$ cat config.mk
export PLATFORM = sky130hd
export DESIGN_NAME = mwf_nbr_unit
export DESIGN_NICKNAME = d
export VERILOG_FILES = /design/src/hdl/mwf_pkg.sv /design/src/hdl/mwf_nbr_unit.sv
export SDC_FILE = /design/constraint.sdc
export NUM_CORES = 1
export LEC_CHECK = 0
export BUFFER_PORTS_ARGS = -buffer_cell sky130_fd_sc_hd__clkbuf_2
export CORE_AREA = 2 2 53 55
export DETAILED_ROUTE_END_ITERATION = 12
export DIE_AREA = 0 0 55 57
export GPL_ROUTABILITY_DRIVEN = 0
export PLACE_DENSITY = 0.89
export SKIP_LAST_GASP = 1
export SYNTH_ARGS = -nofsm -noshare
export SYNTH_HDL_FRONTEND = slang
export SYNTH_SLANG_ARGS = --single-unit
$ cat constraint.sdc
create_clock -name vclk -period 4.6
set_clock_uncertainty 0.1 [all_clocks]
set_input_delay 0.23 -clock vclk [all_inputs]
set_output_delay 0.23 -clock vclk [all_outputs]
set_load 0.05 [all_outputs]
$ cat src/hdl/mwf_pkg.sv
// mwf_pkg: shared types, constants and helper functions of the maze wall follower
// used by mwf_nbr_unit and maze_wall_follower_core; no dependencies
`timescale 1ns / 1ps

package mwf_pkg;

  // grid storage size
  localparam int MAX_ROWS   = 64;
  localparam int MAX_COLS   = 64;
  localparam int CELLS      = MAX_ROWS * MAX_COLS;
  localparam int ADDR_W     = $clog2(CELLS);

  // field widths
  localparam int POS_W      = 6;
  localparam int CNT_W      = 7;
  localparam int HEAD_W     = 2;
  localparam int REQ_W      = 2;
  localparam int PROBE_W    = 2;
  localparam int CFG_IDX_W  = 3;
  localparam int CFG_DATA_W = 7;
  localparam int IN_DATA_W  = 16;
  localparam int OUT_DATA_W = 24;

  typedef logic [POS_W-1:0]   pos_t;
  typedef logic [CNT_W-1:0]   cnt_t;
  typedef logic [HEAD_W-1:0]  head_t;
  typedef logic [ADDR_W-1:0]  addr_t;
  typedef logic [PROBE_W-1:0] probe_t;

  // request kinds
  localparam logic [REQ_W-1:0] REQ_LOAD = 2'd0;
  localparam logic [REQ_W-1:0] REQ_STEP = 2'd1;
  localparam logic [REQ_W-1:0] REQ_READ = 2'd2;

  // headings
  localparam head_t HEAD_NORTH = 2'd0;
  localparam head_t HEAD_EAST  = 2'd1;
  localparam head_t HEAD_SOUTH = 2'd2;
  localparam head_t HEAD_WEST  = 2'd3;

  // relative turns
  localparam head_t TURN_RIGHT = 2'd1;
  localparam head_t TURN_NONE  = 2'd0;
  localparam head_t TURN_LEFT  = 2'd3;
  localparam head_t TURN_BACK  = 2'd2;

  // probe order: right, straight, left
  localparam probe_t PROBE_RIGHT    = 2'd0;
  localparam probe_t PROBE_STRAIGHT = 2'd1;
  localparam probe_t PROBE_LEFT     = 2'd2;

  // configuration register indexes
  localparam logic [CFG_IDX_W-1:0] CFG_ROW_COUNT = 3'd0;
  localparam logic [CFG_IDX_W-1:0] CFG_COL_COUNT = 3'd1;
  localparam logic [CFG_IDX_W-1:0] CFG_START_ROW = 3'd2;
  localparam logic [CFG_IDX_W-1:0] CFG_START_COL = 3'd3;
  localparam logic [CFG_IDX_W-1:0] CFG_GOAL_ROW  = 3'd4;
  localparam logic [CFG_IDX_W-1:0] CFG_GOAL_COL  = 3'd5;

  // neighbour probe request and answer
  typedef struct packed {
    pos_t   row;
    pos_t   col;
    head_t  heading;
    probe_t probe;
    cnt_t   rows;
    cnt_t   cols;
  } nbr_req_t;

  typedef struct packed {
    pos_t  row;
    pos_t  col;
    head_t heading;
    logic  in_grid;
  } nbr_rsp_t;

  // zero acts as one, larger than storage saturates
  function automatic cnt_t eff_count(cnt_t c, cnt_t max_c);
    cnt_t r;
    if (c == '0) begin
      r = cnt_t'(1);
    end else if (c > max_c) begin
      r = max_c;
    end else begin
      r = c;
    end
    return r;
  endfunction

  // linear cell address, row major
  function automatic addr_t cell_addr(pos_t r, pos_t c);
    return addr_t'(r) * addr_t'(MAX_COLS) + addr_t'(c);
  endfunction

  // turn applied for each probe
  function automatic head_t probe_turn(probe_t k);
    head_t t;
    case (k)
      PROBE_RIGHT:    t = TURN_RIGHT;
      PROBE_STRAIGHT: t = TURN_NONE;
      default:        t = TURN_LEFT;
    endcase
    return t;
  endfunction

endpackage

$ cat src/hdl/mwf_nbr_unit.sv
// mwf_nbr_unit: shared neighbour unit, one probe direction per use
// gives the neighbour cell, its heading and whether it lies inside the grid
// depends on mwf_pkg
`timescale 1ns / 1ps

module mwf_nbr_unit (
  input  mwf_pkg::nbr_req_t req,
  output mwf_pkg::nbr_rsp_t rsp
);
  import mwf_pkg::*;

  head_t h;
  cnt_t  row_ext;
  cnt_t  col_ext;
  cnt_t  row_n;
  cnt_t  col_n;
  logic  row_ok;
  logic  col_ok;

  // heading of this probe
  assign h       = req.heading + probe_turn(req.probe);
  assign row_ext = {1'b0, req.row};
  assign col_ext = {1'b0, req.col};

  // one step in the probe direction with border checks
  always_comb begin
    row_n  = row_ext;
    col_n  = col_ext;
    row_ok = row_ext < req.rows;
    col_ok = col_ext < req.cols;
    case (h)
      HEAD_NORTH: begin
        row_n  = row_ext - cnt_t'(1);
        row_ok = (row_ext != '0) && (row_n < req.rows);
      end
      HEAD_SOUTH: begin
        row_n  = row_ext + cnt_t'(1);
        row_ok = row_n < req.rows;
      end
      HEAD_EAST: begin
        col_n  = col_ext + cnt_t'(1);
        col_ok = col_n < req.cols;
      end
      default: begin
        col_n  = col_ext - cnt_t'(1);
        col_ok = (col_ext != '0) && (col_n < req.cols);
      end
    endcase
  end

  assign rsp.row     = row_n[POS_W-1:0];
  assign rsp.col     = col_n[POS_W-1:0];
  assign rsp.heading = h;
  assign rsp.in_grid = row_ok && col_ok;

endmodule

After elaboration in Yosys (flattened, before gate mapping)
Cells that the tools add are included.

Flip-flop bits (word level): 0. Input bits: 30. Output and inout bits: 15. Word-level logic and storage cells: 27.

Add/sub/neg operators: 5. $lt $le $gt $ge: 6. Equality and inequality tests: 3. Multiplexer cells: 5. Reductions and logical operators: 8.

Operators by type and width (number): < comparator 7 bit (4); one-hot mux 6 bit (2 select lines) (2); adder 6 x 1 -> 7 bit, second input constant (2); < comparator 6 x 7 -> 1 bit (2); nonzero test 7 bit (2); subtractor 6 x 1 -> 7 bit, second input constant (2); equality test 2 x 1 -> 1 bit, second input constant (2); logical NOT 2 bit (2); one-hot mux 1 bit (2 select lines) (2); one-hot mux 2 bit (2 select lines) (1); logical AND 1 bit (3); adder 2 bit (1); equality test 2 bit, second input constant (1); OR reduction 2 bit (1).

Longest topological paths before layout
Word-level depth: 7. Mapped depth: 10. Gate-level depth less buffers: 9.

Worst setup path after synthesis
No wires, ideal clock.

Path type: input-to-output. Start point: input port req[15] (netlist name). End point: output port rsp[5] (netlist name). Arrival: 2467 ps. Path slack: 1803 ps. Cell stages on the path: 6. Buffers on the path: 2. Cell sequence: nand2b_1 -> ha_1 -> buf_4 -> clkbuf_1 -> nand2_1 -> xnor2_1.

RTL lines: from (decl) (RTL line mwf_nbr_unit.sv:7) `input mwf_pkg::nbr_req_t req,`; to (decl) (RTL line mwf_nbr_unit.sv:8) `output mwf_pkg::nbr_rsp_t rsp`.

==> flow_summary_export.csv <==
group,metric,value,unit
run_status,status,"finished clean",
placed_design,dp_hpwl,2734,µm
setup_path,worst_path_most_repeated_cell,"sky130_fd_sc_hd__clkbuf_2",
detailed_routing,route.antenna.remaining_nets,0,
finish,layout.area.seq,0,µm²
setup_path,timing.critical_path.fanout_max,13,
logic_synthesis,yosysSeqAreaShare,0,
detailed_routing,first_pass_iters,4,
finish,syn_to_final_growth,14.20,%
timing,unrepaired_setup_endpoints_after_global_routing,"false",
timing,tightest_slew,0.8094,ns
power_and_ir_drop,total_power,260.2,µW
timing,hold_viol_final,0,
detailed_routing,wl_per_cell,11.83,µm
finish,clock_buffer_count,0,
setup_path,timing.setup.critical_path_class,"in -> out",
timing,layout_worst_path_cycle_share,0.6222,
finish,n_fill_cell,228,
die,dieWidth,55,µm
setup_path,worstSetupEndpointType,"output port",
setup_path,cp-start-kind,"input port",
setup_path,critical_path.slowest_cell,"sky130_fd_sc_hd__xor2_2",
cts,post_cts_resized,0,
logic_synthesis,yosys-top-cells-count,"40 x sky130_fd_sc_hd__ha_1, 22 x sky130_fd_sc_hd__nand2_1, 21 x sky130_fd_sc_hd__inv_1",
detailed_routing,post_drt_via_cell_ratio,5.466,
die,core-area,2615,µm²
timing,setup-tns-final,0,ns
timing,finalMaxSlewViolations,0,
timing,timing.slew.headroom,0.4600,
logic_synthesis,synth_top_cell_by_area,"sky130_fd_sc_hd__ha_1",
logic_synthesis,synth.distinct_cells,42,
grt,grt.overflow.total,0,
logic_synthesis,synth.yosys.warnings,0,
grt,groute.usage.overall,0.2279,
worst_hold_path,worst_hold_path.num_cells,3,
timing,final_period_minus_worst_setup_slack,2.862,ns
logic_synthesis,synthesis.nets,271,
power_and_ir_drop,irDropWorstVdd,0.1358,mV
logic_synthesis,synth_top_area_share,0.3342,
setup_path,worst_ep_arrival_time,2.53,ns
finish,diode_count,0,
detailed_routing,detail_route.wirelength.met1,1486,µm
worst_hold_path,timing.hold.worst.class,"in -> out",
grt,grt_pass1_wl,5671,µm
detailed_routing,vias,1465,
cts,post_cts_buffers,0,
logic_synthesis,avgSynthCellArea,7.451,µm²
flow_run,cap_viol_max_count,0,
detailed_routing,met2_wirelength,1489,µm
cts,postCtsHoldBufs,0,
logic_synthesis,synthMostInstantiatedCell,"sky130_fd_sc_hd__ha_1",
timing,max_clock_freq,349.4,MHz
grt,grt_pass1_vias,1410,
worst_hold_path,hold_path_startpoint,"req[24]",
die,die_area,3135,µm²
placed_design,port-buffer-count,45,
finish,layout.nets,309,
detailed_routing,wl,3171,µm
timing,setup_viol,0,
die,floorplan.initialDensity,0.5727,
setup_path,slowest_delay,0.66,ns
detailed_routing,drt_iter0_drc,22,
grt,grt_start_max_net_pins,23,
power_and_ir_drop,power_density,152.1,nW/µm²
setup_path,critical_path.cell_chain,"clkbuf_2, nand2b_1, ha_1, xnor2_2, xor2_2, inv_2, and2_4, o21ai_2, xnor2_1, clkbuf_2",
finish,seq_cell_count,0,
finish,fraction_of_layout_instances_using_a_drive_strength_above_1,0.2363,
die,boundaryPins,45,
setup_path,cp.required,4.27,ns
finish,multiInputGateArea,1364,µm²
power_and_ir_drop,leakage,0.0009496,µW
worst_hold_path,min_to,"rsp[9]",
die,num_rows,19,
logic_synthesis,synth_area,1498,µm²
logic_synthesis,synth_top_cells_by_area,"sky130_fd_sc_hd__ha_1 33%, sky130_fd_sc_hd__xnor2_1 8.2%, sky130_fd_sc_hd__xor2_1 7.0%",
detailed_routing,met3RoutedLength,160,µm
detailed_routing,detail_route.drc_violations,0,
grt,antenna_found_initial,0,
die,die-height,57,µm
logic_synthesis,synth_cells,201,
detailed_routing,dr_top_layer,"met4",
==> placed cells by master, fill, tap and decap left out, drive strengths merged <==
cell type and instances:
a2bb2oi 1, inv 22, a211oi 1, nand4 3, a21o 5, o21ai 8
mux2i 3, o21a 1, mux2 1, nor3b 1, nand2 22, nor2 11
ha 40, xor2 13, clkbuf 45, nand3 6, xnor2 15, nand2b 3
o211a 1, a21oi 11, o311ai 2, a31oi 5, and2 1, nand4b 2
o32a 1, nor3 6, a221oi 1, a311oi 1, o22ai 2, and3 3
==> per-stage QoR <==
step	setup slack [ns]	instance area [µm²]	hold slack (ns)	instances	utilization
finish	1.738	1710	0.8218	268	0.6541
global route	1.617	1710	0.8441	268	0.6541
CTS	1.763	1710	0.8232	268	0.6541
detailed placement	1.780	1710	0.8204	268	0.6541
global placement	1.840	1710	0.8106	268	0.6541
floorplan	1.803	1498	0.6319	201	-
==> critical path: cells and delay by family <==
family,cells,cell delay (ns)
xor gates and xnor gates,3,0.99
buffers and inverters,3,0.60
and+or+nand+nor,2,0.36
adders and majority gates,1,0.21
AOI/OAI and AO/OA,1,0.14
==> where the power goes <==
part           internal [µW]  switching [µW]  leakage [µW]
clock                      0               0             0
sequential                 0               0             0
combinational           87.6             173      0.000950
==> routing by layer <==
layer,global-route usage,vias up
li1,-,781
met1,0.3077,643
met2,0.3946,37
met3,0.02356,4
met4,0.02787,0
met5,0,-
==> kinds of logic (layout without fill, tap and decap cells) <==
group                      after synthesis  count (layout)  synth area share
buffers and inverters                   31              67           0.08939
adders and majority gates               40              40            0.3342
xor gates and xnor gates                28              28            0.1738
muxes                                    4               4           0.02757
and+or+nand+nor                         58              58            0.1947
AOI/OAI and AO/OA                       40              40            0.1805
==> worst max path at each step <==
stage	from	endpoint	cells past startpoint
4_1_cts	req[15]	rsp[6]	10
2_1_floorplan	req[15]	rsp[5]	6
3_5_place_dp	req[15]	rsp[6]	10
6_report	req[15]	rsp[6]	10
5_1_grt	req[15]	rsp[6]	10
3_3_place_gp	req[15]	rsp[6]	10
==> area by class of cell <==
type | count | area share
Inverter | 22 | 0.04828
Multi-Input combinational cell | 170 | 0.7974
Tap cell | 31 | 0.02268
Timing Repair Buffer | 45 | 0.1317
(Power assumes the default switching activity.)
